<file path="src/rtl/pcd_pkg.sv">
`timescale 1ns / 1ps
// ----------------------------------------------------------------------------
// pcd_pkg
// Shared types and codes of the page cache directory.
// ----------------------------------------------------------------------------
package pcd_pkg;

  localparam int unsigned CNT_W      = 16;
  localparam int unsigned PAGE_W     = 32;
  localparam int unsigned STATUS_W   = 2;
  localparam int unsigned SLOT_OUT_W = 6;

  localparam logic [CNT_W-1:0] CNT_MAX = '1;
  localparam logic [CNT_W-1:0] CNT_ONE = CNT_W'(1);

  localparam logic [STATUS_W-1:0] ST_HIT    = 2'd0;
  localparam logic [STATUS_W-1:0] ST_FILL   = 2'd1;
  localparam logic [STATUS_W-1:0] ST_BYPASS = 2'd2;
  localparam logic [STATUS_W-1:0] ST_FAIL   = 2'd3;

  // per-cycle commands broadcast to every cell of the list
  typedef struct packed {
    logic match;       // compare tags with the key
    logic cap;         // propagate the marked entry towards the tail
    logic walk_start;  // place the walk token on the tail cell
    logic walk;        // move the token one cell towards the head
    logic upd;         // apply the list update
    logic shift;       // close the gap left by the marked entry
  } cell_ctrl_t;

endpackage

</file>
<file path="src/rtl/pcd_cell.sv">
`timescale 1ns / 1ps
// ----------------------------------------------------------------------------
// pcd_cell
// One position of the fill-order list: slot, tag and use count, plus the
// mark, carry and walk-token bits that pass between neighbours.
// ----------------------------------------------------------------------------
module pcd_cell import pcd_pkg::*; #(
  parameter int unsigned TAG_BITS = 32,
  parameter int unsigned SLOT_W   = 6
) (
  input  logic                clk_i,
  input  logic                rst_ni,
  input  cell_ctrl_t          ctrl_i,
  input  logic                top_i,
  input  logic                valid_i,
  input  logic                shift_ok_i,
  input  logic                ins_here_i,
  input  logic [TAG_BITS-1:0] key_i,
  input  logic [SLOT_W-1:0]   ins_slot_i,
  input  logic [TAG_BITS-1:0] ins_tag_i,
  input  logic [CNT_W-1:0]    ins_cnt_i,
  input  logic [SLOT_W-1:0]   nxt_slot_i,
  input  logic [TAG_BITS-1:0] nxt_tag_i,
  input  logic [CNT_W-1:0]    nxt_cnt_i,
  input  logic                prv_f_i,
  input  logic [SLOT_W-1:0]   prv_c_slot_i,
  input  logic [TAG_BITS-1:0] prv_c_tag_i,
  input  logic [CNT_W-1:0]    prv_c_cnt_i,
  input  logic                up_tok_i,
  output logic [SLOT_W-1:0]   slot_o,
  output logic [TAG_BITS-1:0] tag_o,
  output logic [CNT_W-1:0]    cnt_o,
  output logic                f_o,
  output logic [SLOT_W-1:0]   c_slot_o,
  output logic [TAG_BITS-1:0] c_tag_o,
  output logic [CNT_W-1:0]    c_cnt_o,
  output logic                tok_o,
  output logic                tok_pass_o
);

  logic [SLOT_W-1:0]   slot_q;
  logic [TAG_BITS-1:0] tag_q;
  logic [CNT_W-1:0]    cnt_q;
  logic [SLOT_W-1:0]   c_slot_q;
  logic [TAG_BITS-1:0] c_tag_q;
  logic [CNT_W-1:0]    c_cnt_q;
  logic                r_q;
  logic                f_q;
  logic                tok_q;
  logic                hit_zero;

  assign hit_zero = tok_q & valid_i & (cnt_q == CNT_ONE);

  always_ff @(posedge clk_i) begin
    if (ctrl_i.upd) begin
      if (ins_here_i) begin
        slot_q <= ins_slot_i;
        tag_q  <= ins_tag_i;
        cnt_q  <= ins_cnt_i;
      end else if (ctrl_i.shift && f_q && shift_ok_i) begin
        slot_q <= nxt_slot_i;
        tag_q  <= nxt_tag_i;
        cnt_q  <= nxt_cnt_i;
      end
    end else if (ctrl_i.walk && tok_q && valid_i) begin
      cnt_q <= cnt_q - CNT_ONE;
    end
    if (ctrl_i.cap) begin
      if (r_q) begin
        c_slot_q <= slot_q;
        c_tag_q  <= tag_q;
        c_cnt_q  <= cnt_q;
      end else begin
        c_slot_q <= prv_c_slot_i;
        c_tag_q  <= prv_c_tag_i;
        c_cnt_q  <= prv_c_cnt_i;
      end
    end
  end

  always_ff @(posedge clk_i or negedge rst_ni) begin
    if (!rst_ni) begin
      r_q   <= 1'b0;
      f_q   <= 1'b0;
      tok_q <= 1'b0;
    end else begin
      if (ctrl_i.match) begin
        r_q   <= valid_i & (tag_q == key_i);
        tok_q <= 1'b0;
      end
      if (ctrl_i.cap) begin
        f_q <= prv_f_i | r_q;
      end
      if (ctrl_i.walk_start) begin
        tok_q <= top_i;
        r_q   <= 1'b0;
      end
      if (ctrl_i.walk) begin
        tok_q <= up_tok_i;
        if (hit_zero) begin
          r_q <= 1'b1;
        end
      end
    end
  end

  // the token stops on the cell whose count reaches zero
  assign tok_pass_o = tok_q & ~hit_zero;
  assign tok_o      = tok_q;
  assign slot_o     = slot_q;
  assign tag_o      = tag_q;
  assign cnt_o      = cnt_q;
  assign f_o        = f_q;
  assign c_slot_o   = c_slot_q;
  assign c_tag_o    = c_tag_q;
  assign c_cnt_o    = c_cnt_q;

endmodule

</file>
<file path="config.mk">
export PLATFORM = sky130hd
export DESIGN_NAME = pcd_cell
export DESIGN_NICKNAME = d
export VERILOG_FILES = /design/src/rtl/pcd_pkg.sv /design/src/rtl/pcd_cell.sv
export SDC_FILE = /design/constraint.sdc
export NUM_CORES = 1
export LEC_CHECK = 0
export CORE_AREA = 2 2 124 126
export DETAILED_ROUTE_END_ITERATION = 8
export DIE_AREA = 0 0 126 128
export DONT_BUFFER_PORTS = 1
export SYNTH_ARGS = -nofsm -noshare
export SYNTH_HDL_FRONTEND = slang
export SYNTH_SLANG_ARGS = --single-unit
</file>
<file path="constraint.sdc">
create_clock -name clk_i -period 3.9 [get_ports clk_i]
set_input_delay 0.195 -clock clk_i [delete_from_list [all_inputs] [get_ports clk_i]]
set_output_delay 0.195 -clock clk_i [all_outputs]
set_load 0.01 [all_outputs]
</file>
Word level (Yosys, flattened, before mapping). Index checks and enable logic that the tools add are counted. W data, S select, Z words.

Logic and storage cells: 46. Memory bits (read-only): 0. Memories kept: 0. Input port bits: 208. RAM bits: 0. Bits in registers: 111. Latch bits: 0.

Order comparisons: 0. Multipliers: 0. Muxes and demuxes: 18. Shift-type cells: 0. Reduce and logical (&&, ||, !) cells: 9. Divide/modulo/power cells: 0. Add/subtract/negate cells: 1. Bitwise logic cells: 6. Eq/ne operators: 3.

Operators by type and width (count): $mux W32 (3); $mux W16 (5); $eq A32 B32 Y1 (1); $mux W6 (3); $eq A16 B1 Y1 const B (1); $sub A16 B1 Y16 const B (1); $mux W1 (7); $and A1 B1 Y1 (4); $logic_and A1 B1 Y1 (4); $reduce_and A2 Y1 (2); $reduce_bool A2 Y1 (2); $ne A3 B1 Y1 const B (1); $reduce_bool A3 Y1 (1); $not A1 Y1 (1); $or A1 B1 Y1 (1).

Depth between registers and ports, before layout.
Word-level depth: 6. Depth in mapped cells: 6.

Least setup slack after synthesis. Ideal clock, no wire load.

Path type: input to register. From: input ctrl_i[1] (netlist name). To: register cnt_q[0] (netlist: cnt_o[0]), enable pin. Path buffers: 1. Arrival: 2882 ps. Stages on the path: 4. Setup time: 373 ps. Path slack: 645 ps. Path through: clkbuf_1 -> clkinv_1 -> nor2_1 -> a41o_1.

Cells in the longest elaborated chain, start to end: 2. Elaborated cells between the ends (all ways): 3.

Ends and longest elaborated chain: start: declaration (RTL line pcd_cell.sv:13) `input cell_ctrl_t ctrl_i,`; $ne A3 B1 Y1 (no line) or $reduce_bool A2 Y1 (tied branches); $reduce_and A2 Y1 (no line) (*); end signal: assignment (RTL line pcd_cell.sv:59) `cnt_q <= ins_cnt_i;`; end signal: assignment (RTL line pcd_cell.sv:63) `cnt_q <= nxt_cnt_i;`; end signal: assignment (RTL line pcd_cell.sv:66) `cnt_q <= cnt_q - CNT_ONE;`; end: declaration (RTL line pcd_cell.sv:43) `logic [CNT_W-1:0] cnt_q;`.

Mark *: on every way between the ends. The rest lies on a longest branch, timed or not. A chain may end at the register's enable or synchronous reset.

Worst setup path after layout.
From: register cnt_q[12] (netlist: cnt_o[12]). To: output tok_pass_o.

Cells in the longest elaborated chain, start to end: 4.

Ends and longest elaborated chain: $eq A16 B1 Y1 (RTL line pcd_cell.sv:52) `assign hit_zero = tok_q & valid_i & (cnt_q == CNT_ONE);`; $and A1 B1 Y1 (RTL line pcd_cell.sv:52); $not A1 Y1 (RTL line pcd_cell.sv:108) `assign tok_pass_o = tok_q & ~hit_zero;`; $and A1 B1 Y1 (RTL line pcd_cell.sv:108); end: declaration (RTL line pcd_cell.sv:38) `output logic tok_pass_o`.

Every way passes these cells.

==> impl_metrics.csv <==
group,metric,value,unit
worst_setup_path,worst-path-max-fanout,4,
floorplan,rows,45,
grt,grt_pass1_wl,20000,um
power_and_ir_drop,p_leak,1.94,nW
clock_network,cts_sinks,111,
worst_setup_path,required,3.70,ns
clock_network,clk_path_buf_depth,2,
floorplan,io_pins,319,
detailed_routing,dr_total_vias,3166,
detailed_routing,drtAntennaViolNets,0,
timing,report.final.setup_viol,0,
finish,n_fill_cell,1395,
worst_setup_path,startpoint_type,"flip-flop",
clock_network,numCtsBuffers,9,
logic_synthesis,synth-seq-cells,111,
worst_setup_path,worstReg2RegStart,"r_q$_DFF_PN0_",
clock_network,clk_latency,0.35,ns
logic_synthesis,syn_area,5480,um2
run_status,outcome,"completed",
worst_setup_path,crit_start,"cnt_o[12]$_DFFE_PP_",
finish,nets,579,
finish,syn2layout_area_growth,10.1,%
clock_network,ctsRootBufferMaster,"clkbuf_16",
grt,grt_util_all_layers,16.8,%
worst_setup_path,cpMostUsedCell,"or3_1",
floorplan,die_area,16100,um2
worst_setup_path,worstPathArrival,2.13,ns
worst_setup_path,crit_chain,"or3_1 > or3_1 > nor4_2 > nor2b_1",
timing,slew_headroom,52.2,%
power_and_ir_drop,ir_drop,0.257,mV
floorplan,die_h,128,um
power_and_ir_drop,p_per_area,442,nW/um2
grt,grt_pass1_vias,3268,
detailed_routing,routed_wl,14100,um
grt,antenna_found_initial,0,
worst_setup_path,worstRegToRegCells,4,
timing,max_freq,429,MHz
finish,drive_above_1_share,31.8,%
logic_synthesis,syn_nets,577,
place,dp_cells,541,
worst_hold_path,min_path_cells,2,
timing,finalSetupTns,0,ns
detailed_routing,drcViolationCount,0,
detailed_routing,wl_per_cell,25.1,um
worst_setup_path,cp_num_buf_inv,0,
timing,rsz0062_at_grt,"no",
finish,layout.cells.non_filler,562,
worst_hold_path,min_path_type,"input port to flip-flop",
worst_setup_path,crit_slowest_cell,"edfxtp_1",
finish,antennaDiodeCount,0,
place,io_buffers,0,
timing,hold_viol,0,
worst_setup_path,r2r_slack,1.76,ns
worst_setup_path,slowest_delay,0.49,ns
flow_run,max_cap_violations,0,
timing,fin_worst_skew,0.00934,ns
detailed_routing,drtIter0Drc,177,
clock_network,cts_tree,"done",
worst_setup_path,crit_type,"flip-flop to output port",
worst_setup_path,worstSetupPathDepth,4,
finish,fin_util,40.6,%
detailed_routing,vias_per_cell,5.63,
place,post_dp_cell_area,5670,um2
finish,layout_commonest_cell,"edfxtp_1",
clock_network,path_clk_slew,0.07,ns
clock_network,cts_resized,0,
worst_setup_path,cpLargestDelayFamily,"simple AND/OR/NAND/NOR gates",
timing,worst_slew_pin_slew,0.718,ns
place,gp_congestion,0.759,
floorplan,core,14900,um2
grt,grt_max_degree,63,
place,post-dp-hpwl,10400,um
finish,most-common-layout-cells,"edfxtp_1 (108), mux2_2 (92), xnor2_1 (30)",
logic_synthesis,syn_area_per_cell,14.9,um2
timing,period_share,59.7,%
clock_network,cts_max_level,3,
logic_synthesis,yosys.cell_types.count,35,
detailed_routing,firstDrtPassIters,4,
power_and_ir_drop,finalPower,2.67,mW
logic_synthesis,ys.warnings.count,0,
finish,design_area,6040,um2
timing,drv_slew,0,
grt,overflow,0,
worst_setup_path,r2r_end,"f_o$_DFFE_PN0P_",
logic_synthesis,ys_seq_area_share,60.5,%
clock_network,post_cts_buffers,0,
floorplan,initial_utilization,36.9,%
worst_setup_path,endpoint_kind,"output port",
floorplan,dieWidth,126,um
logic_synthesis,syn_inst,367,
worst_setup_path,crit_end,"tok_pass_o",
timing,final.min_clock_period,2.33,ns
-- worst reg2reg max path: stages (launching register included) --
cell,delay (ns)
dfrtp_2,0.79
buf_4,0.49
nor2_1,0.10
a21oi_1,0.15
dlygate4sd3_1,0.56
-- synth_stat cells (all sizes together) --
library cell  instances  share of area (%)
a211oi                7               0.96
a21oi                15                1.4
a31oi                 2               0.23
a32oi                 1               0.16
a41o                  1               0.18
and2b                 1               0.16
buf                   5               0.62
clkbuf               11               0.75
clkinv                1              0.068
dfrtp                 3                1.4
edfxtp              108                 59
ha                    2               0.46
inv                   2               0.14
mux2                 92                 19
mux2i                10                1.8
nand2                 7               0.48
nand3                 2               0.27
nand4                 7               0.80
nor2                 16                1.1
nor2b                 7               0.80
nor3                  2               0.18
nor3b                 1               0.14
nor4                  8                1.3
nor4b                 1               0.27
o21ai                 3               0.27
o31ai                 1               0.14
or2                   1               0.11
or3                   4               0.46
or4                   1               0.21
xnor2                30                4.8
xor2                 15                2.4
-- sequential cells by signal, indices dropped and copies added (netlist names) --
signal	count
c_cnt_o	16
c_slot_o	6
c_tag_o	32
cnt_o	16
f_o	1
r_q	1
slot_o	6
tag_o	32
tok_o	1
-- worst min-delay path by stage --
stage,start,to,slack (ns)
floorplan,rst_ni,f_o$_DFFE_PN0P_,-0.10
global placement,rst_ni,tok_o$_DFFE_PN0P_,-0.10
detailed placement,rst_ni,tok_o$_DFFE_PN0P_,-0.10
CTS,ctrl_i[2],r_q$_DFF_PN0_,0.02
global route,ctrl_i[1],cnt_o[4]$_DFFE_PP_,0.04
finish,ctrl_i[2],r_q$_DFF_PN0_,0.04
-- cell families (layout without fill, tap and decap cells) --
family / count (synthesis) / count (layout) / synth area share, %
DFF: 111 / 111 / 60.5
muxes: 102 / 102 / 20.7
and+or+nand+nor: 58 / 58 / 6.23
xor gates and xnor gates: 45 / 45 / 7.19
AOI/OAI and AO/OA: 30 / 30 / 3.31
buffers and inverters: 19 / 26 / 1.57
adders and majority gates: 2 / 2 / 0.456
-- stage by stage --
step / hold WS (ns) / worst slack [ns]
floorplan: -0.101 / 0.645
global placement: -0.100 / 1.89
detailed placement: -0.100 / 1.87
CTS: 0.0226 / 1.55
global route: 0.0359 / 1.49
finish: 0.0361 / 1.57
-- power by group --
group / internal [mW] / switching [mW] / leakage [nW] / total, mW
clock network: 0.533 / 0.409 / 0.146 / 0.942
registers: 1.42 / 0.111 / 1.07 / 1.53
logic: 0.107 / 0.0922 / 0.721 / 0.199
total: 2.06 / 0.612 / 1.94 / 2.67
-- routing by layer --
metal	routed length (um)	share of wire [%]	track usage, %	vias up
li1	-	-	-	1398
met1	5490	39	20.3	1570
met2	7380	52	29.0	182
met3	1000	7.1	4.55	16
met4	229	1.6	6.08	0
met5	0	0	0	-
-- area by class of cell --
class	instances	area [um2]	share of cell area (%)
tap	188	235	3.90
clock buffer	13	260	4.31
multi-input combinational	237	2090	34.5
timing repair buffer	7	82.6	1.37
inverter	3	11.3	0.187
sequential	111	3320	55.0
clock inverter	3	42.5	0.705
-- what timing repair did --
item,CTS,global route
setup endpoints to repair,0,0
hold endpoints to repair,59,0
hold buffers,5,0
No activity file was read; power rests on OpenSTA's default activity.
